===== src/hw/rtl/mpa_fpdu_marker_framer_assert.svh =====
// assertion macros for the mpa fpdu marker framer
// included by the top level, no other dependencies
`ifndef MPA_FPDU_MARKER_FRAMER_ASSERT_SVH
`define MPA_FPDU_MARKER_FRAMER_ASSERT_SVH

`ifndef SYNTHESIS
`define MPAFM_ASSERT(lbl, clk, rst_n, prop) \
    lbl: assert property (@(posedge clk) disable iff (!rst_n) prop) \
        else $error("mpafm assertion failed");
`define MPAFM_ASSERT_NR(lbl, clk, prop) \
    lbl: assert property (@(posedge clk) prop) \
        else $error("mpafm assertion failed");
`else
`define MPAFM_ASSERT(lbl, clk, rst_n, prop)
`define MPAFM_ASSERT_NR(lbl, clk, prop)
`endif

`endif


===== src/hw/rtl/mpafm_pkg.sv =====
// shared types, codes and the crc32c byte update for the mpa fpdu marker framer
// no dependencies
package mpafm_pkg;

    localparam logic [31:0] CRC32C_POLY = 32'h82F6_3B78;
    localparam logic [31:0] CRC_INIT    = 32'hFFFF_FFFF;

    // config register indexes
    localparam logic CFG_MARKER_EN = 1'b0;
    localparam logic CFG_CRC_EN    = 1'b1;

    typedef enum logic [2:0] {
        K_DATA = 3'd0,
        K_LEN  = 3'd1,
        K_MARK = 3'd2,
        K_PAD  = 3'd3,
        K_CRC  = 3'd4
    } t_kind;

    typedef struct packed {
        logic [7:0] out_byte;
        t_kind      byte_kind;
        logic       run_last;
        logic       frame_end;
    } t_res;

    function automatic logic [31:0] crc32c_byte(input logic [31:0] c_in, input logic [7:0] b);
        logic [31:0] c;
        c = c_in ^ {24'd0, b};
        for (int k = 0; k < 8; k++) begin
            c = (c >> 1) ^ (CRC32C_POLY & {32{c[0]}});
        end
        return c;
    endfunction

endpackage


===== src/hw/rtl/mpa_fpdu_marker_framer.sv =====
// mpa fpdu transmit framer: one ulpdu byte per input word, framed stream bytes out
// framed bytes leave at one per cycle unless the receiver stalls. a word yields its
// own byte, four marker bytes for each marker due before a byte, and on the last
// byte of a ulpdu up to three pad bytes plus, with crc on, four crc bytes (and any
// markers among them). the single byte emitter in mpafm_engine sets this; the input
// register holds the word while the emitter drains its run, so input stalls only
// during those runs. markers come every MARKER_SPACING stream bytes; depends on mpafm_pkg
`include "mpa_fpdu_marker_framer_assert.svh"

module mpa_fpdu_marker_framer
    import mpafm_pkg::*;
#(
    parameter int MARKER_SPACING = 512
) (
    input  logic        i_clk,
    input  logic        i_rst_n,
    input  logic        i_cfg_wr_en,
    input  logic        i_cfg_index,
    input  logic        i_cfg_data,
    input  logic        i_in_valid,
    output logic        o_in_stall,
    input  logic [7:0]  i_data_byte,
    input  logic [15:0] i_ulpdu_length,
    input  logic        i_last_byte,
    output logic        o_out_valid,
    input  logic        i_out_stall,
    output logic [7:0]  o_out_byte,
    output logic [2:0]  o_byte_kind,
    output logic        o_run_last,
    output logic        o_frame_end
);

    logic        r_marker_en, r_crc_en;
    logic        r_in_v, r_out_v;
    logic [7:0]  r_data;
    logic [15:0] r_len;
    logic        r_last;
    t_res        r_out, eng_res;
    logic        out_free, adv, done, in_acc;

    assign out_free   = !r_out_v || !i_out_stall;
    assign adv        = r_in_v && out_free;
    assign done       = adv && eng_res.run_last;
    assign o_in_stall = r_in_v && !done;
    assign in_acc     = i_in_valid && !o_in_stall;

    always_ff @(posedge i_clk) begin
        if (!i_rst_n) begin
            r_marker_en <= 1'b0;
            r_crc_en    <= 1'b0;
            r_in_v      <= 1'b0;
            r_out_v     <= 1'b0;
        end else begin
            if (i_cfg_wr_en) begin
                case (i_cfg_index)
                    CFG_MARKER_EN: r_marker_en <= i_cfg_data;
                    CFG_CRC_EN:    r_crc_en    <= i_cfg_data;
                    default:       r_crc_en    <= r_crc_en;
                endcase
            end
            if (in_acc) begin
                r_in_v <= 1'b1;
            end else if (done) begin
                r_in_v <= 1'b0;
            end
            if (adv) begin
                r_out_v <= 1'b1;
            end else if (!i_out_stall) begin
                r_out_v <= 1'b0;
            end
        end
    end

    always_ff @(posedge i_clk) begin
        if (in_acc) begin
            r_data <= i_data_byte;
            r_len  <= i_ulpdu_length;
            r_last <= i_last_byte;
        end
        if (adv) begin
            r_out <= eng_res;
        end
    end

    mpafm_engine #(
        .MARKER_SPACING(MARKER_SPACING)
    ) u_engine (
        .i_clk       (i_clk),
        .i_rst_n     (i_rst_n),
        .i_marker_en (r_marker_en),
        .i_crc_en    (r_crc_en),
        .i_adv       (adv),
        .i_data      (r_data),
        .i_len       (r_len),
        .i_last      (r_last),
        .o_res       (eng_res)
    );

    assign o_out_valid = r_out_v;
    assign o_out_byte  = r_out.out_byte;
    assign o_byte_kind = r_out.byte_kind;
    assign o_run_last  = r_out.run_last;
    assign o_frame_end = r_out.frame_end;

    // a marker never closes a run, the frame end always does
    `MPAFM_ASSERT(a_mark_not_last, i_clk, i_rst_n, o_out_valid && (o_byte_kind == K_MARK) |-> !o_run_last)
    `MPAFM_ASSERT(a_end_is_last, i_clk, i_rst_n, o_out_valid && o_frame_end |-> o_run_last)
    `MPAFM_ASSERT(a_crc_last_ends, i_clk, i_rst_n, o_out_valid && (o_byte_kind == K_CRC) && o_run_last |-> o_frame_end)
    `MPAFM_ASSERT_NR(a_rst_clears_out, i_clk, !i_rst_n |=> !o_out_valid)

endmodule


===== src/hw/rtl/mpafm_engine.sv =====
// framing engine: picks the next stream byte and keeps stream, frame and crc state
// depends on mpafm_pkg
module mpafm_engine
    import mpafm_pkg::*;
#(
    parameter int MARKER_SPACING = 512
) (
    input  logic        i_clk,
    input  logic        i_rst_n,
    input  logic        i_marker_en,
    input  logic        i_crc_en,
    input  logic        i_adv,
    input  logic [7:0]  i_data,
    input  logic [15:0] i_len,
    input  logic        i_last,
    output t_res        o_res
);

    localparam int PW = $clog2(MARKER_SPACING);
    localparam logic [PW-1:0] PH_LAST = PW'(MARKER_SPACING - 1);

    typedef enum logic [2:0] {
        S_DATA = 3'b001,
        S_PAD  = 3'b010,
        S_CRC  = 3'b100
    } t_state;

    t_state        r_state, n_state;
    logic [PW-1:0] r_phase;
    logic [16:0]   r_foff;
    logic [15:0]   r_idx, n_idx;
    logic [31:0]   r_crc;
    logic          r_mk_act;
    logic [1:0]    r_mk_cnt;
    logic [15:0]   r_mk_off;
    logic [31:0]   r_crc_val, n_crc_val;
    logic [1:0]    r_crc_cnt, n_crc_cnt;

    logic          mk_start, in_mark, pad_more;
    logic [1:0]    mk_idx;
    logic [15:0]   mk_off, hdr;
    logic [16:0]   foff_inc;
    logic [31:0]   crc_inv;
    t_res          res;

    assign mk_start = i_marker_en && (r_phase == '0) && !r_mk_act;
    assign in_mark  = r_mk_act || mk_start;
    assign mk_idx   = r_mk_act ? r_mk_cnt : 2'd0;
    assign mk_off   = r_mk_act ? r_mk_off : r_foff[15:0];
    assign hdr      = i_len - 16'd2;
    assign foff_inc = r_foff + 17'd1;
    assign pad_more = (foff_inc[1:0] != 2'b00);
    assign crc_inv  = ~r_crc;

    always_comb begin
        res       = '{out_byte: 8'd0, byte_kind: K_DATA, run_last: 1'b0, frame_end: 1'b0};
        n_state   = r_state;
        n_idx     = r_idx;
        n_crc_val = r_crc_val;
        n_crc_cnt = r_crc_cnt;
        if (in_mark) begin
            res.byte_kind = K_MARK;
            case (mk_idx)
                2'd2:    res.out_byte = mk_off[15:8];
                2'd3:    res.out_byte = mk_off[7:0];
                default: res.out_byte = 8'd0;
            endcase
        end else begin
            case (r_state)
                S_DATA: begin
                    if (r_idx == 16'd0) begin
                        res.out_byte  = hdr[15:8];
                        res.byte_kind = K_LEN;
                    end else if (r_idx == 16'd1) begin
                        res.out_byte  = hdr[7:0];
                        res.byte_kind = K_LEN;
                    end else begin
                        res.out_byte  = i_data;
                        res.byte_kind = K_DATA;
                    end
                    n_idx = (r_idx == 16'hFFFF) ? r_idx : r_idx + 16'd1;
                    if (!i_last) begin
                        res.run_last = 1'b1;
                    end else if (pad_more) begin
                        n_state = S_PAD;
                    end else if (i_crc_en) begin
                        n_state   = S_CRC;
                        n_crc_cnt = 2'd0;
                    end else begin
                        res.run_last  = 1'b1;
                        res.frame_end = 1'b1;
                    end
                end
                S_PAD: begin
                    res.out_byte  = 8'd0;
                    res.byte_kind = K_PAD;
                    if (!pad_more) begin
                        if (i_crc_en) begin
                            n_state   = S_CRC;
                            n_crc_cnt = 2'd0;
                        end else begin
                            res.run_last  = 1'b1;
                            res.frame_end = 1'b1;
                        end
                    end
                end
                S_CRC: begin
                    res.byte_kind = K_CRC;
                    case (r_crc_cnt)
                        2'd0: begin
                            res.out_byte = crc_inv[31:24];
                            n_crc_val    = crc_inv;
                        end
                        2'd1:    res.out_byte = r_crc_val[23:16];
                        2'd2:    res.out_byte = r_crc_val[15:8];
                        default: res.out_byte = r_crc_val[7:0];
                    endcase
                    n_crc_cnt = r_crc_cnt + 2'd1;
                    if (r_crc_cnt == 2'd3) begin
                        res.run_last  = 1'b1;
                        res.frame_end = 1'b1;
                    end
                end
                default: n_state = S_DATA;
            endcase
            if (res.frame_end) begin
                n_state = S_DATA;
                n_idx   = 16'd0;
            end
        end
    end

    always_ff @(posedge i_clk) begin
        if (!i_rst_n) begin
            r_state   <= S_DATA;
            r_phase   <= '0;
            r_foff    <= '0;
            r_idx     <= '0;
            r_crc     <= CRC_INIT;
            r_mk_act  <= 1'b0;
            r_mk_cnt  <= 2'd0;
            r_crc_cnt <= 2'd0;
        end else if (i_adv) begin
            r_mk_act <= in_mark && (mk_idx != 2'd3);
            r_mk_cnt <= mk_idx + 2'd1;
            r_phase  <= (r_phase == PH_LAST) ? '0 : r_phase + 1'b1;
            if (res.frame_end) begin
                r_foff <= '0;
                r_crc  <= CRC_INIT;
            end else begin
                r_foff <= foff_inc;
                r_crc  <= crc32c_byte(r_crc, res.out_byte);
            end
            if (!in_mark) begin
                r_state   <= n_state;
                r_idx     <= n_idx;
                r_crc_cnt <= n_crc_cnt;
            end
        end
    end

    always_ff @(posedge i_clk) begin
        if (i_adv && mk_start) begin
            r_mk_off <= r_foff[15:0];
        end
        if (i_adv && !in_mark) begin
            r_crc_val <= n_crc_val;
        end
    end

    assign o_res = res;

endmodule


===== config.mk =====
export PLATFORM = sky130hd
export DESIGN_NAME = mpa_fpdu_marker_framer
export DESIGN_NICKNAME = d
export VERILOG_FILES = /design/src/hw/rtl/mpafm_pkg.sv /design/src/hw/rtl/mpa_fpdu_marker_framer.sv /design/src/hw/rtl/mpafm_engine.sv
export VERILOG_INCLUDE_DIRS = /design/src /design/src/hw/rtl
export SDC_FILE = /design/constraint.sdc
export NUM_CORES = 1
export LEC_CHECK = 0
export BUFFER_PORTS_ARGS = -buffer_cell sky130_fd_sc_hd__buf_2
export CAP_MARGIN = 10
export CORE_MARGIN = 8
export CORE_UTILIZATION = 60
export CTS_CLUSTER_DIAMETER = 40
export DETAILED_ROUTE_END_ITERATION = 16
export PLACE_DENSITY = 0.88
export SLEW_MARGIN = 20
export SYNTH_ARGS = -nofsm -noshare
export SYNTH_HDL_FRONTEND = slang
export SYNTH_HIERARCHICAL = 1
export SYNTH_SLANG_ARGS = --single-unit

===== constraint.sdc =====
create_clock -name i_clk -period 4.3 [get_ports i_clk]
set_input_delay 0.645 -clock i_clk [delete_from_list [all_inputs] [get_ports i_clk]]
set_output_delay 0.645 -clock i_clk [all_outputs]
set_load 0.05 [all_outputs]

==> qor.csv <==
metric,value,unit
fin_crit_sh,0.9301,
cts_hold_buf,0,
crit_arrival,4.36,ns
grt_pass1_vias,6096,
grt_use_total,0.2289,
leakagePower,0.003735,uW
synthTopCellsByArea,"edfxtp_1 (28%), dfxtp_1 (20%), xnor2_1 (6.9%)",
start_util,0.6080,
gr-total-overflow,0,
post_cts_buffers,0,
slew_violations,0,
rows,43,
drive_gt1_frac,0.1420,
critPathLaunchType,flop,
route.detailed.drc,0,
vias,6491,
drt_first_pass_iters,8,
yosysMostFrequentCell,dfxtp_1,
dieArea,17990,sq um
hold_path_class,input pin to flop,
syn_avg_cell_area,10.30,sq um
power_frac_seq,0.304,
clkPwrFrac,0.229,
slew_headroom,0.3938,
numCtsBuffers,17,
power_switching,2280,uW
ctsResizeCount,0,
max_freq,250.0,MHz
wl_per_cell,19.23,microns
core,13770,sq um
yosysWarningCount,6,
fin_util,0.6833,
synthArstFlopShare,0,
switching_share,0.3617,
seq_area_frac_synth,0.4829,
drt-total-wl,20.38,mm
cp_max_fo,10,
drt_iter0_markers,862,
ys_types,81,
yosysTopAreaCellShare,0.2797,
cts.path.max_buffers,2,
netlist_instances,813,
tritoncts,built,
synth_ff_type,dfxtp_1,
synth_top_area_cell,edfxtp_1,
power_density,669.9,nW/um^2
grt_pass1_wl,32.01,mm
path_clk_slew,0.07,ns
antenna_found_initial,0,
required,4.66,ns
fin_skew,0.01047,ns
p_int,4024,uW
syn2layout_area_growth,12.39,%
grt_start_max_net_pins,38,
syn-num-nets,860,
cts_num_sinks,163,
num_io_pins,47,
die_w,134.1,microns
synth_edf_count,78,
combinationalPowerShare,0.467,
post-route-min-period,3.999,ns
htree_levels,4,
finalSetupViolCount,0,
antenna_cells,0,
root_buffer,clkbuf_16,
nets,914,
ir_worst_vdd,328.8,uV
portBuffers,46,
globalplace.congestion,0.9570,
drtAntennaViolNets,0,
syn_area,8374,sq um
path_class,flop to flop,
worst_pin_slew,0.9018,ns
fin_setup_tns,0,ns
rsz0062_at_grt,false,
status,"finished, final reports clean",
insertion_delay,0.44,ns
via_per_inst,6.124,
dp.final_hpwl,14.31,mm
critPathCaptureType,flop,
ys_seq_elements,163,
synth.top_cells.by_count,"dfxtp_1 (85), edfxtp_1 (78), nor2_1 (76)",
max_cap_viol_count,0,
hold_viol_final,0,
die_h,134.1,microns
critical path, cell delays in order (launching register included):
cell,delay (ns)
dfxtp_1,0.45
nand2_1,0.24
inv_1,0.17
ha_1,0.34
a22oi_1,0.17
or2_2,0.35
o311a_1,0.15
a221oi_1,0.42
o2111ai_4,0.27
xnor2_4,0.24
xnor2_4,0.34
xor2_4,0.26
xnor3_1,0.35
a32oi_1,0.16
through the flow:
| stage | hold WS [ns] | worst slack [ns] | instances | total power, uW | area [sq um] |
|---|---|---|---|---|---|
| finish | 0.3839 | 0.3006 | 1060 | 6305 | 9412 |
| global route | 0.3690 | 0.03864 | 1060 | 6578 | 9412 |
| CTS | 0.3713 | 0.2522 | 1056 | 6244 | 9379 |
| detailed placement | 0.4462 | 0.2826 | 1024 | 4787 | 8820 |
| global placement | 0.4373 | 0.4936 | 1024 | 4720 | 8820 |
| floorplan | 0.4280 | 0.4989 | 813 | 4231 | 8374 |
registers in the layout, summed over array words and instances, names as in the netlist:
| register | flops |
|---|---|
| u_engine/r_crc | 32 |
| u_engine/r_crc_val | 24 |
| r_len | 16 |
| u_engine/r_foff | 16 |
| u_engine/r_idx | 16 |
| u_engine/r_mk_off | 16 |
| u_engine/r_phase | 9 |
| o_out_byte | 8 |
| r_data | 8 |
| o_byte_kind | 3 |
| u_engine/r_state | 3 |
| u_engine/r_crc_cnt | 2 |
| u_engine/r_mk_cnt | 2 |
| o_frame_end | 1 |
| o_out_valid | 1 |
| o_run_last | 1 |
| r_crc_en | 1 |
| r_in_v | 1 |
| r_last | 1 |
| r_marker_en | 1 |
| u_engine/r_mk_act | 1 |
final timing paths:
| check | startpoint | to | slack [ns] | cells after the start |
|---|---|---|---|---|
| setup / recovery | u_engine/r_mk_act | u_engine/r_crc[9] | 0.30 | 13 |
| setup reg to reg | u_engine/r_mk_act | u_engine/r_crc[9] | 0.30 | 13 |
| hold reg to reg | r_marker_en | r_marker_en | 0.46 | 2 |
| hold / removal | i_data_byte[6] | r_data[6] | 0.38 | 1 |
layer usage:
layer | track usage | wire length (microns)
met3 | 0.06171 | 1744
met5 | 0 | 0
met4 | 0.09420 | 660
met2 | 0.3681 | 9644
met1 | 0.2862 | 8329
power by group through the flow:
stage / sequential, uW / combinational [uW] / clock (uW)
2_1_floorplan: 1960 / 2270 / 0
3_3_place_gp: 1940 / 2780 / 0
3_5_place_dp: 1940 / 2840 / 0
4_1_cts: 1910 / 2870 / 1460
5_1_grt: 1930 / 3120 / 1520
6_report: 1920 / 2940 / 1440
placed cells by master (no fill, tap or decap), types with 7 or more instances in the layout:
master	synthesis	routed
a21oi_1	35	34
a22oi_1	10	10
a31oi_1	9	9
a32oi_1	8	8
and2_1	12	11
and3_1	13	13
buf_2	3	46
buf_4	0	18
clkbuf_16	0	17
dfxtp_1	85	85
edfxtp_1	78	78
ha_1	15	15
inv_1	47	47
mux2i_1	9	9
nand2_1	65	65
nand2b_1	11	11
nand3_1	22	22
nand4_1	14	14
nor2_1	76	75
nor2b_1	14	14
nor3_1	14	14
o211ai_1	15	15
o21ai_0	27	27
xnor2_1	66	66
xnor3_1	7	7
xor2_1	39	39
cell families (layout without fill, tap and decap cells):
group,Yosys count,in the layout,share of synthesized area
AND/OR/NAND/NOR,277,277,0.1706
flip-flops,163,163,0.4829
AO/OA/AOI/OAI,152,152,0.1270
XOR/XNOR,120,120,0.1505
buffers and inverters,77,144,0.03586
adder cells (fa/ha/maj),15,15,0.02241
multiplexers,9,9,0.01076
final cells by class:
type | instances | area, sq um
fillers | 1010 | 4362
flip-flops and latches | 163 | 4044
multi-input cells | 573 | 4038
clock buffers | 18 | 429.2
repair buffers | 64 | 365.4
well taps | 180 | 225.2
inverters | 48 | 180.2
clock inverters | 14 | 130.1
Power figures use the tool's default switching activity.
